==> src/rtl/core/gcl_pkg.sv <==
`timescale 1ns / 1ps
// ----------------------------------------------------------------------------
// gcl_pkg - shared types and constants for the 3x3 grey closing core
// Pixel and register widths, register indexes, the classification record
// passed from front to back, queue status and small min/max helpers.
// ----------------------------------------------------------------------------
package gcl_pkg;

    localparam int PIX_W      = 8;
    localparam int FW_W       = 11;
    localparam int FH_W       = 12;
    localparam int CFG_W      = 12;
    localparam int CFG_ADDR_W = 1;
    localparam int ROW_W      = 12;

    localparam int FW_RESET = 640;
    localparam int FH_RESET = 480;
    localparam int MIN_DIM  = 3;

    localparam logic [CFG_ADDR_W-1:0] CFG_FRAME_WIDTH  = 1'b0;
    localparam logic [CFG_ADDR_W-1:0] CFG_FRAME_HEIGHT = 1'b1;

    // per-pixel classification, decided from the raster position
    typedef struct packed {
        logic emit;       // a result is due for this pixel
        logic interior;   // result position is far enough from every border
        logic frame_end;  // last emitted result of the frame
    } t_cls;

    localparam int CLS_W = $bits(t_cls);

    typedef struct packed {
        logic empty;
        logic full;
    } t_q_sts;

    function automatic logic [PIX_W-1:0] max3(input logic [PIX_W-1:0] a,
                                              input logic [PIX_W-1:0] b,
                                              input logic [PIX_W-1:0] c);
        logic [PIX_W-1:0] m;
        m = (a > b) ? a : b;
        return (m > c) ? m : c;
    endfunction

    function automatic logic [PIX_W-1:0] min3(input logic [PIX_W-1:0] a,
                                              input logic [PIX_W-1:0] b,
                                              input logic [PIX_W-1:0] c);
        logic [PIX_W-1:0] m;
        m = (a < b) ? a : b;
        return (m < c) ? m : c;
    endfunction

endpackage

==> src/rtl/core/gcl_queue.sv <==
`timescale 1ns / 1ps
// ----------------------------------------------------------------------------
// gcl_queue - short request queue between front and back
// Register-based FIFO; push and pop may happen in the same cycle.
// ----------------------------------------------------------------------------
module gcl_queue #(
    parameter int DW    = 21,
    parameter int DEPTH = 4
) (
    input  logic                i_clk,
    input  logic                i_rst_n,
    input  logic                i_push,
    input  logic [DW-1:0]       i_data,
    input  logic                i_pop,
    output logic [DW-1:0]       o_data,
    output gcl_pkg::t_q_sts     o_sts
);

    localparam int AW = (DEPTH > 1) ? $clog2(DEPTH) : 1;

    logic [DW-1:0] r_mem [DEPTH];
    logic [AW-1:0] r_wr;
    logic [AW-1:0] r_rd;
    logic [AW:0]   r_cnt;
    logic          w_do_push;
    logic          w_do_pop;

    assign w_do_pop  = i_pop && (r_cnt != '0);
    assign w_do_push = i_push && (r_cnt != (AW+1)'(DEPTH));

    always_ff @(posedge i_clk) begin
        if (!i_rst_n) begin
            r_wr  <= '0;
            r_rd  <= '0;
            r_cnt <= '0;
        end else begin
            if (w_do_push) begin
                r_wr <= (r_wr == AW'(DEPTH - 1)) ? '0 : r_wr + AW'(1);
            end
            if (w_do_pop) begin
                r_rd <= (r_rd == AW'(DEPTH - 1)) ? '0 : r_rd + AW'(1);
            end
            r_cnt <= r_cnt + (AW+1)'(w_do_push) - (AW+1)'(w_do_pop);
        end
    end

    always_ff @(posedge i_clk) begin
        if (w_do_push) begin
            r_mem[r_wr] <= i_data;
        end
    end

    assign o_data      = r_mem[r_rd];
    assign o_sts.empty = (r_cnt == '0);
    assign o_sts.full  = (r_cnt == (AW+1)'(DEPTH));

endmodule

==> config.mk <==
export PLATFORM = sky130hd
export DESIGN_NAME = gcl_queue
export DESIGN_NICKNAME = d
export VERILOG_FILES = /design/src/rtl/core/gcl_pkg.sv /design/src/rtl/core/gcl_queue.sv
export SDC_FILE = /design/constraint.sdc
export NUM_CORES = 1
export LEC_CHECK = 0
export BUFFER_PORTS_ARGS = -buffer_cell sky130_fd_sc_hd__buf_2
export CAP_MARGIN = 5
export CORE_MARGIN = 3
export CORE_UTILIZATION = 60
export CTS_BUF_LIST = sky130_fd_sc_hd__clkbuf_8
export CTS_CLUSTER_DIAMETER = 60
export DETAILED_ROUTE_END_ITERATION = 8
export PLACE_DENSITY = 0.92
export SLEW_MARGIN = 10
export SYNTH_ARGS = -nofsm -noshare
export SYNTH_HDL_FRONTEND = slang
export SYNTH_SLANG_ARGS = --single-unit
==> constraint.sdc <==
create_clock -name i_clk -period 4.6 [get_ports i_clk]
set_input_delay 0.92 -clock i_clk [delete_from_list [all_inputs] [get_ports i_clk]]
set_output_delay 0.92 -clock i_clk [all_outputs]
set_load 0.03 [all_outputs]
==> impl_metrics.env <==
export IMPL_hold_viol_final=0
export IMPL_htree_levels=3
export IMPL_synth_nets=194
export IMPL_ff_latch_area_mm2=0.002703
export IMPL_async_flop_share_pct=0
export IMPL_grt_overflow=0
export IMPL_p_leak_uw=0.001393
export IMPL_period_minus_slack_ns=2.915
export IMPL_tns_ns=0
export IMPL_hold_ws_ns=0.5076
export IMPL_drv_slew=0
export IMPL_synth_commonest_cells="edfxtp_1, mux4_2, dfxtp_1"
export IMPL_rows=27
export IMPL_worst_slew_pin_slew_ns=1.005
export IMPL_dp_worst_setup_slack_ns=1.684
export IMPL_ys_top_cells_by_area="edfxtp_1, mux4_2, dfxtp_1"
export IMPL_rr_startpoint="r_cnt[1]"
export IMPL_status="finished, final reports clean"
export IMPL_fmax_mhz=343.0
export IMPL_cts_buffers=9
export IMPL_die_h_um=82.65
export IMPL_fin_ws_ns=1.685
export IMPL_die_area_mm2=0.006830
export IMPL_synth_seq_cells=93
export IMPL_post_cts_buffers=0
export IMPL_criticalPathCategory="reg2out"
export IMPL_syn_avg_cell_area_um2=21.89
export IMPL_cp_start_kind="register"
export IMPL_cts_tree="done"
export IMPL_portBuffers=47
export IMPL_fill_cells=335
export IMPL_slew_headroom_pct=32.89
export IMPL_synth_top_area_share_pct=71.57
export IMPL_postRouteAntennaNets=0
export IMPL_final_core_util_pct=71.33
export IMPL_yosysWarnings=0
export IMPL_synth_most_common_cell="edfxtp_1"
export IMPL_routed_wl_um=5644
export IMPL_coreArea_mm2=0.005608
export IMPL_wire_per_inst_um=19.40
export IMPL_synth_edff_count=84
export IMPL_vdd_drop_max_uv=327.7
export IMPL_cap_violations=0
export IMPL_layout_drive_gt1_share_pct=39.73
export IMPL_synth_cell_area_mm2=0.003525
export IMPL_gp_congestion=0.6895
export IMPL_clock_path_buffers=2
export IMPL_fin_skew_ns=0.006981
export IMPL_yosysUniqueCellTypes=22
export IMPL_ff2ff_setup_slack_ns=2.15
export IMPL_worstSkewPairLatency_ns=0.34
export IMPL_rsz0062_at_grt="false"
export IMPL_syn_inst=161
export IMPL_cp_endpoint="o_data[0]"
export IMPL_path_max_fanout=17
export IMPL_antennaDiodeCount=0
export IMPL_drt_vias_per_instance=5.533
export IMPL_cp_data_required_time_ns=3.68
export IMPL_endpoint_kind="output port"
export IMPL_total_power_uw=2197
export IMPL_setup_viol=0
export IMPL_worstRegToRegCells=10
export IMPL_yosysTopAreaCell="edfxtp_1"
export IMPL_grt_max_degree=22
export IMPL_nets=247
export IMPL_initial_core_util_pct=62.85
export IMPL_r2r_end="r_cnt[2]"
export IMPL_arrival_ns=2.00
export IMPL_antenna_found_initial=0
export IMPL_io_pins=48
export IMPL_die_x_um=82.65
export IMPL_ys_flop_type="edfxtp_1"
export IMPL_holdBufCountCts=0
export IMPL_first_pass_iters=4
export IMPL_min_period_over_period_pct=63.37
export IMPL_clock_sinks=93
export IMPL_p_per_area_mw_per_mm2=549.1
export IMPL_post_cts_resized=0
export IMPL_clk_pin_slew_ns=0.08
export IMPL_hpwl_um=3730
export IMPL_synth_seq_area_share_pct=76.68
export IMPL_grt_pass1_wl_um=8838
export IMPL_synthToLayoutAreaGrowth_pct=13.49
export IMPL_drtIter0Drc=123
export IMPL_grtUsageTotal_pct=18.82
export IMPL_post_route_drc_count=0
export IMPL_multiInputGateArea_um2=752.0
export IMPL_vias=1610
export IMPL_cts_root_buf="clkbuf_8"
export IMPL_first_global_vias=1693
export IMPL_hold_class="reg2reg"
[worst max-delay path: stages, from the launching register on]
cell	delay, ns
dfxtp_1	0.50
buf_4	0.40
mux4_2	0.56
buf_2	0.20
[sequential cells by signal, indices dropped and copies added (netlist names), named ones only]
signal and count:
r_mem 84, r_cnt 3, r_rd 2, r_wr 2
[final cells by class]
cell class | count | area share, %
clock inverter | 7 | 1.658
inverter | 6 | 0.5630
sequential | 93 | 67.56
tap | 72 | 2.252
timing repair buffer | 48 | 6.068
clock buffer | 9 | 3.097
multi-input combinational | 56 | 18.80
[cells in the final DEF (no fill, tap or decap), drive strengths merged, types with 2 or more instances in the layout]
cell type and n:
ha 7, clkinvlp 2, dfxtp 9, nand2 6, o21ai 2, buf 48, edfxtp 84, and2 6
nand3 2, xnor2 2, clkinv 4, mux4 21, nor2b 2, mux2i 2, inv 6, clkbuf 9
nor2 2
[cell families after synthesis]
kind of cell | count (synthesis) | synth area share [%]
adder cells (fa/ha/maj) | 8 | 3.053
XOR/XNOR | 2 | 0.4971
AO/OA/AOI/OAI | 3 | 0.4971
AND/OR/NAND/NOR | 20 | 3.195
buffers and inverters | 12 | 1.988
flip-flops | 93 | 76.68
multiplexers | 23 | 14.09
[layer usage]
metal	GRT usage (%)	vias up	wire (um)
met2	31.97	42	3124
met3	4.121	0	259
met1	23.57	822	2259
met5	0	-	0
met4	7.843	0	0
li1	-	746	-
[power breakdown]
group | switching, uW | internal, uW
combinational | 365 | 236
sequential | 60.8 | 1030
clock | 257 | 247
total | 682 | 1510
[worst min path at each step]
stage | startpoint | to | slack (ns) | cells after the start
3_3_place_gp | r_wr[1] | r_wr[1] | 0.49 | 2
4_1_cts | r_wr[1] | r_wr[1] | 0.51 | 2
5_1_grt | r_wr[1] | r_wr[1] | 0.54 | 2
2_1_floorplan | r_wr[1] | r_wr[1] | 0.47 | 2
3_5_place_dp | r_wr[1] | r_wr[1] | 0.50 | 2
6_report | r_wr[1] | r_wr[1] | 0.51 | 2
[per-stage QoR]
stage / instances / area [um^2]
floorplan: 161 / 3525
global placement: 275 / 3810
detailed placement: 275 / 3810
CTS: 291 / 4000
global route: 291 / 4000
finish: 291 / 4000
No activity file was read; power rests on OpenSTA's default activity.
