===== config.mk =====
export PLATFORM = sky130hd
export DESIGN_NAME = gcl_front
export DESIGN_NICKNAME = d
export VERILOG_FILES = /design/src/rtl/core/gcl_pkg.sv /design/src/rtl/core/gcl_front.sv
export SDC_FILE = /design/constraint.sdc
export NUM_CORES = 1
export LEC_CHECK = 0
export ABC_AREA = 1
export BUFFER_PORTS_ARGS = -buffer_cell sky130_fd_sc_hd__buf_4
export CAP_MARGIN = 20
export CORE_MARGIN = 1.5
export CORE_UTILIZATION = 52
export DETAILED_ROUTE_END_ITERATION = 10
export PLACE_DENSITY_LB_ADDON = 0.15
export SYNTH_ARGS = -nofsm -noshare
export SYNTH_HDL_FRONTEND = slang
export SYNTH_SLANG_ARGS = --single-unit

===== constraint.sdc =====
create_clock -name i_clk -period 1.6 [get_ports i_clk]
set_clock_uncertainty 0.15 [all_clocks]
set_input_delay 0.16 -clock i_clk [delete_from_list [all_inputs] [get_ports i_clk]]
set_output_delay 0.16 -clock i_clk [all_outputs]
set_load 0.1 [all_outputs]

===== src/rtl/core/gcl_pkg.sv =====
`timescale 1ns / 1ps
// ----------------------------------------------------------------------------
// gcl_pkg - shared types and constants for the 3x3 grey closing core
// Pixel and register widths, register indexes, the classification record
// passed from front to back, queue status and small min/max helpers.
// ----------------------------------------------------------------------------
package gcl_pkg;

    localparam int PIX_W      = 8;
    localparam int FW_W       = 11;
    localparam int FH_W       = 12;
    localparam int CFG_W      = 12;
    localparam int CFG_ADDR_W = 1;
    localparam int ROW_W      = 12;

    localparam int FW_RESET = 640;
    localparam int FH_RESET = 480;
    localparam int MIN_DIM  = 3;

    localparam logic [CFG_ADDR_W-1:0] CFG_FRAME_WIDTH  = 1'b0;
    localparam logic [CFG_ADDR_W-1:0] CFG_FRAME_HEIGHT = 1'b1;

    // per-pixel classification, decided from the raster position
    typedef struct packed {
        logic emit;       // a result is due for this pixel
        logic interior;   // result position is far enough from every border
        logic frame_end;  // last emitted result of the frame
    } t_cls;

    localparam int CLS_W = $bits(t_cls);

    typedef struct packed {
        logic empty;
        logic full;
    } t_q_sts;

    function automatic logic [PIX_W-1:0] max3(input logic [PIX_W-1:0] a,
                                              input logic [PIX_W-1:0] b,
                                              input logic [PIX_W-1:0] c);
        logic [PIX_W-1:0] m;
        m = (a > b) ? a : b;
        return (m > c) ? m : c;
    endfunction

    function automatic logic [PIX_W-1:0] min3(input logic [PIX_W-1:0] a,
                                              input logic [PIX_W-1:0] b,
                                              input logic [PIX_W-1:0] c);
        logic [PIX_W-1:0] m;
        m = (a < b) ? a : b;
        return (m < c) ? m : c;
    endfunction

endpackage


===== src/rtl/core/gcl_front.sv =====
`timescale 1ns / 1ps
// ----------------------------------------------------------------------------
// gcl_front - pixel intake, raster counters and classification
// Holds the frame size registers, tracks the raster position of each
// accepted pixel and tags it with what the back end must produce for it.
// ----------------------------------------------------------------------------
module gcl_front #(
    parameter int MAX_WIDTH = 1024
) (
    input  logic                              i_clk,
    input  logic                              i_rst_n,
    input  logic                              i_cfg_we,
    input  logic [gcl_pkg::CFG_ADDR_W-1:0]    i_cfg_addr,
    input  logic [gcl_pkg::CFG_W-1:0]         i_cfg_wdata,
    input  logic                              i_valid,
    output logic                              o_ready,
    input  logic [gcl_pkg::PIX_W-1:0]         i_pixel,
    input  logic                              i_q_full,
    output logic                              o_push,
    output logic [gcl_pkg::PIX_W-1:0]         o_pixel,
    output logic [$clog2(MAX_WIDTH)-1:0]      o_col,
    output gcl_pkg::t_cls                     o_cls
);

    localparam int CW    = $clog2(MAX_WIDTH);
    localparam int EW    = CW + 1;
    localparam int WW    = (EW > gcl_pkg::FW_W) ? EW : gcl_pkg::FW_W;
    localparam int W_RST = (MAX_WIDTH < gcl_pkg::FW_RESET) ? MAX_WIDTH : gcl_pkg::FW_RESET;

    logic [CW-1:0]               r_col;
    logic [gcl_pkg::ROW_W-1:0]   r_row;
    logic [CW-1:0]               r_col_last;
    logic [gcl_pkg::ROW_W-1:0]   r_row_last;
    logic [CW-1:0]               n_col_last;
    logic [gcl_pkg::ROW_W-1:0]   n_row_last;
    logic [WW-1:0]               w_fw;
    logic [WW-1:0]               w_fw_clamp;
    logic [gcl_pkg::FH_W-1:0]    w_fh;
    logic [gcl_pkg::FH_W-1:0]    w_fh_clamp;
    logic                        w_col_end;
    logic                        w_row_end;

    // effective frame size, stored as last column / last row
    always_comb begin
        w_fw = WW'(i_cfg_wdata[gcl_pkg::FW_W-1:0]);
        if (w_fw < WW'(gcl_pkg::MIN_DIM)) begin
            w_fw_clamp = WW'(gcl_pkg::MIN_DIM);
        end else if (w_fw > WW'(MAX_WIDTH)) begin
            w_fw_clamp = WW'(MAX_WIDTH);
        end else begin
            w_fw_clamp = w_fw;
        end
        n_col_last = CW'(w_fw_clamp - WW'(1));

        w_fh       = i_cfg_wdata[gcl_pkg::FH_W-1:0];
        w_fh_clamp = (w_fh < gcl_pkg::FH_W'(gcl_pkg::MIN_DIM)) ?
                     gcl_pkg::FH_W'(gcl_pkg::MIN_DIM) : w_fh;
        n_row_last = gcl_pkg::ROW_W'(w_fh_clamp - gcl_pkg::FH_W'(1));
    end

    assign o_ready   = !i_q_full;
    assign o_push    = i_valid && !i_q_full;
    assign w_col_end = (r_col == r_col_last);
    assign w_row_end = (r_row == r_row_last);

    always_ff @(posedge i_clk) begin
        if (!i_rst_n) begin
            r_col      <= '0;
            r_row      <= '0;
            r_col_last <= CW'(W_RST - 1);
            r_row_last <= gcl_pkg::ROW_W'(gcl_pkg::FH_RESET - 1);
        end else if (i_cfg_we) begin
            // any register write restarts the frame
            r_col <= '0;
            r_row <= '0;
            unique case (i_cfg_addr)
                gcl_pkg::CFG_FRAME_WIDTH:  r_col_last <= n_col_last;
                gcl_pkg::CFG_FRAME_HEIGHT: r_row_last <= n_row_last;
            endcase
        end else if (o_push) begin
            if (w_col_end) begin
                r_col <= '0;
                r_row <= w_row_end ? '0 : r_row + gcl_pkg::ROW_W'(1);
            end else begin
                r_col <= r_col + CW'(1);
            end
        end
    end

    // Result for pixel (row, col) belongs to the position 2W+2 pixels back.
    // It lies inside the two-pixel border exactly when row >= 4 and col >= 4.
    assign o_pixel           = i_pixel;
    assign o_col             = r_col;
    assign o_cls.emit        = (r_row >= gcl_pkg::ROW_W'(3)) ||
                               ((r_row == gcl_pkg::ROW_W'(2)) && ({1'b0, r_col} >= EW'(2)));
    assign o_cls.interior    = (r_row >= gcl_pkg::ROW_W'(4)) && ({1'b0, r_col} >= EW'(4));
    assign o_cls.frame_end   = w_col_end && w_row_end;

endmodule


==> flow_metrics.env <==
export IMPL_drv_slew=0
export IMPL_coreArea_um2=5608
export IMPL_clk_pin_slew_ns=0.09
export IMPL_powerDensity_nw_per_um2=554.1
export IMPL_fin_ws_ns=-0.3405
export IMPL_grt_pass1_vias=2994
export IMPL_slew_headroom_pct=73.04
export IMPL_drive_gt1_share_pct=37.00
export IMPL_worstHoldPathCells=4
export IMPL_synth_cell_area_um2=3068
export IMPL_hold_path_class="primary input to register"
export IMPL_avgViaCountPerCell=5.131
export IMPL_overflow=0
export IMPL_start_util_pct=54.71
export IMPL_clk_latency_ns=0.30
export IMPL_violations="negative setup slack"
export IMPL_peakVddDrop_mv=0.3398
export IMPL_p_comb_share_pct=20.4
export IMPL_rows=27
export IMPL_grtUsageTotal_pct=27.21
export IMPL_path_cells="inv_2 -> nand4_1 -> o41ai_2 -> nand3b_1 -> buf_6"
export IMPL_cp_required_ns=1.29
export IMPL_drt_iter0_markers=126
export IMPL_setup_viol_count_final=25
export IMPL_htreeDepth=2
export IMPL_drcViolationCount=0
export IMPL_hold_slack_ns=0.01896
export IMPL_rr_worst_depth=9
export IMPL_switching_share_pct=29.99
export IMPL_p_seq_share_pct=49.5
export IMPL_io_pins=49
export IMPL_clock_path_buffers=2
export IMPL_switching_power_uw=695.2
export IMPL_yosysSeqAreaShare_pct=28.71
export IMPL_fillers=464
export IMPL_crit_path_max_fanout=4
export IMPL_synth_avg_cell_area_um2=6.833
export IMPL_avgRoutedWirePerCell_um=13.56
export IMPL_synth_seq_cells=44
export IMPL_dp_worst_setup_slack_ns=-0.1717
export IMPL_clock_root_buffer="clkbuf_8"
export IMPL_grt_max_degree=21
export IMPL_cts_tree="done"
export IMPL_first_pass_iters=5
export IMPL_yosysTopAreaCellShare_pct=28.71
export IMPL_fin_total_pwr_mw=2.318
export IMPL_cpMaxStageDelayCell="dfxtp_4"
export IMPL_slowest_delay_ns=0.36
export IMPL_synth_cell_types=36
export IMPL_area_growth_syn_to_layout_pct=36.38
export IMPL_fin_nets=578
export IMPL_gp_congestion=0.9360
export IMPL_vias=3171
export IMPL_antenna_found_initial=0
export IMPL_cp_depth=5
export IMPL_min_period_over_period_pct=121.3
export IMPL_synth_top_area_cell="dfxtp_1"
export IMPL_status="finished, violations left"
export IMPL_synthCells=449
export IMPL_max_cap_violations=0
export IMPL_cts_buffers=5
export IMPL_io_buffer_count=32
export IMPL_diodes=0
export IMPL_min_period_ns=1.941
export IMPL_path_buf_inv=2
export IMPL_cp_arrival_ns=1.63
export IMPL_tightest_slew_ns=0.4039
export IMPL_fmaxAchievable_mhz=515.3
export IMPL_synth_edf_count=0
export IMPL_critPathTopFamily="flip-flops"
export IMPL_seqCellArea_um2=932.1
export IMPL_cp_end_kind="output pin"
export IMPL_die_x_um=79.81
export IMPL_yosys_most_used_dff="dfxtp_1"
export IMPL_hpwl_mm=6.556
export IMPL_cts_sinks=44
export IMPL_wl_mm=8.382
export IMPL_drtAntennaViolNets=0
export IMPL_dieArea_um2=6370
export IMPL_p_int_mw=1.623
export IMPL_leakage_nw=1.876
export IMPL_rsz0062_at_grt="yes"
export IMPL_synth_fp_nets=482
export IMPL_grt_pass1_wl_mm=13.46
export IMPL_multi_input_area_um2=1934
export IMPL_path_class="register to output pin"
export IMPL_synth_commonest_cells="nand2_1, inv_1, nor2_1"
export IMPL_hold_violations=0
export IMPL_dieHeight_um=79.81
export IMPL_start_kind="register"
export IMPL_synth_most_common_cell="nand2_1"
export IMPL_p_clk_share_pct=30.1
export IMPL_async_flop_share_pct=0
export IMPL_synth_area_leaders="dfxtp_1, nand2_1, xor2_1, inv_1, nor2_1"
export IMPL_ys_warn_count=0
==> stage by stage <==
step / instance area [um2] / util [%] / cells / TNS [ns]
after detailed placement: 3940 / 70.26 / 605 / -2.068
after floorplan: 3243 / - / 449 / -2.545
after global routing: 4184 / 74.61 / 618 / -5.067
after CTS: 4141 / 73.85 / 618 / -3.678
final: 4184 / 74.61 / 618 / -3.685
after global placement: 3940 / 70.26 / 605 / -1.625
==> layout make-up <==
type,instances,area share [%]
timing repair buffer,114,21.83
clock inverter,2,0.2392
sequential,44,22.28
multi-input combinational,321,46.23
inverter,59,5.532
clock buffer,6,1.734
tap,72,2.153
==> layer usage <==
metal / wire, um / up-vias / global-route usage, %
li1: - / 1627 / -
met1: 3708 / 1441 / 32.69
met2: 4131 / 77 / 48.73
met3: 292 / 26 / 2.971
met4: 249 / 0 / 11.55
met5: 0 / - / 0
==> worst register-to-register path, delay by kind of cell, from the launching register on <==
family          cells  cell delay (ns)
simple gates        5             0.57
buf+inv             2             0.32
compound gates      1             0.06
flops               1             0.36
xor+xnor            1             0.17
==> cell usage in the layout (no fill, tap or decap), types with 2 or more instances in the layout <==
cell,netlist,routed
inv_4,0,3
buf_6,2,4
buf_4,11,105
nand3_1,21,20
clkbuf_8,0,5
xnor2_1,11,11
nand2_1,88,83
ha_2,0,2
nand2_2,5,10
xor2_1,27,27
ha_1,7,4
clkinv_1,2,2
nor3b_2,4,4
nand3_2,3,4
nor3_4,0,2
nor3_1,7,3
inv_2,2,5
dfxtp_2,0,5
dlygate4sd3_1,0,2
o21ai_0,14,13
nor2_1,51,42
a21oi_1,36,33
dfxtp_1,44,27
nand4_1,17,17
o31ai_1,2,2
inv_1,55,49
dfxtp_4,0,12
nor2_4,3,4
nor3_2,5,7
o21ai_1,2,3
buf_12,0,3
a21oi_2,0,3
nor2_2,8,16
==> registers in the layout, indices dropped and copies added, names as in the netlist <==
| register | flops |
|---|---|
| r_row | 12 |
| r_row_last | 12 |
| r_col_last | 10 |
| o_col | 10 |
==> power groups by stage <==
stage	Sequential, mW	Combinational (mW)	Clock [mW]
final	1.15	0.473	0.697
after detailed placement	1.18	0.460	0
after global placement	1.17	0.453	0
after global routing	1.15	0.518	0.765
after floorplan	1.18	0.365	0
after CTS	1.15	0.469	0.702
==> path summary, 6_finish.rpt <==
check | from | slack [ns] | to
setup / recovery | o_col[8] | -0.34 | o_cls[2]
hold / removal | i_valid | 0.02 | o_col[0]
hold reg to reg | r_row_last[5] | 0.35 | r_row_last[5]
setup reg to reg | o_col[8] | -0.15 | r_row[5]
==> logic make-up (layout without fill, tap and decap cells) <==
kind of cell               Yosys count  after routing  synth area share (%)
DFF                                 44             44                 28.71
xor gates and xnor gates            38             38                 10.85
and+or+nand+nor                    217            217                 34.34
buffers and inverters               84            181                 12.44
AOI/OAI and AO/OA                   59             59                 10.81
adders and majority gates            7              7                 2.855
==> what timing repair did <==
item                                    CTS  global route
hold buffers                              2             0
endpoints found under the setup margin   16            26
pin swaps                                 3             3
hold endpoints to repair                  2             0
cloned                                    1             0
setup buffers                             2             0
resized for setup                        23            11
Power figures use the tool's default switching activity.
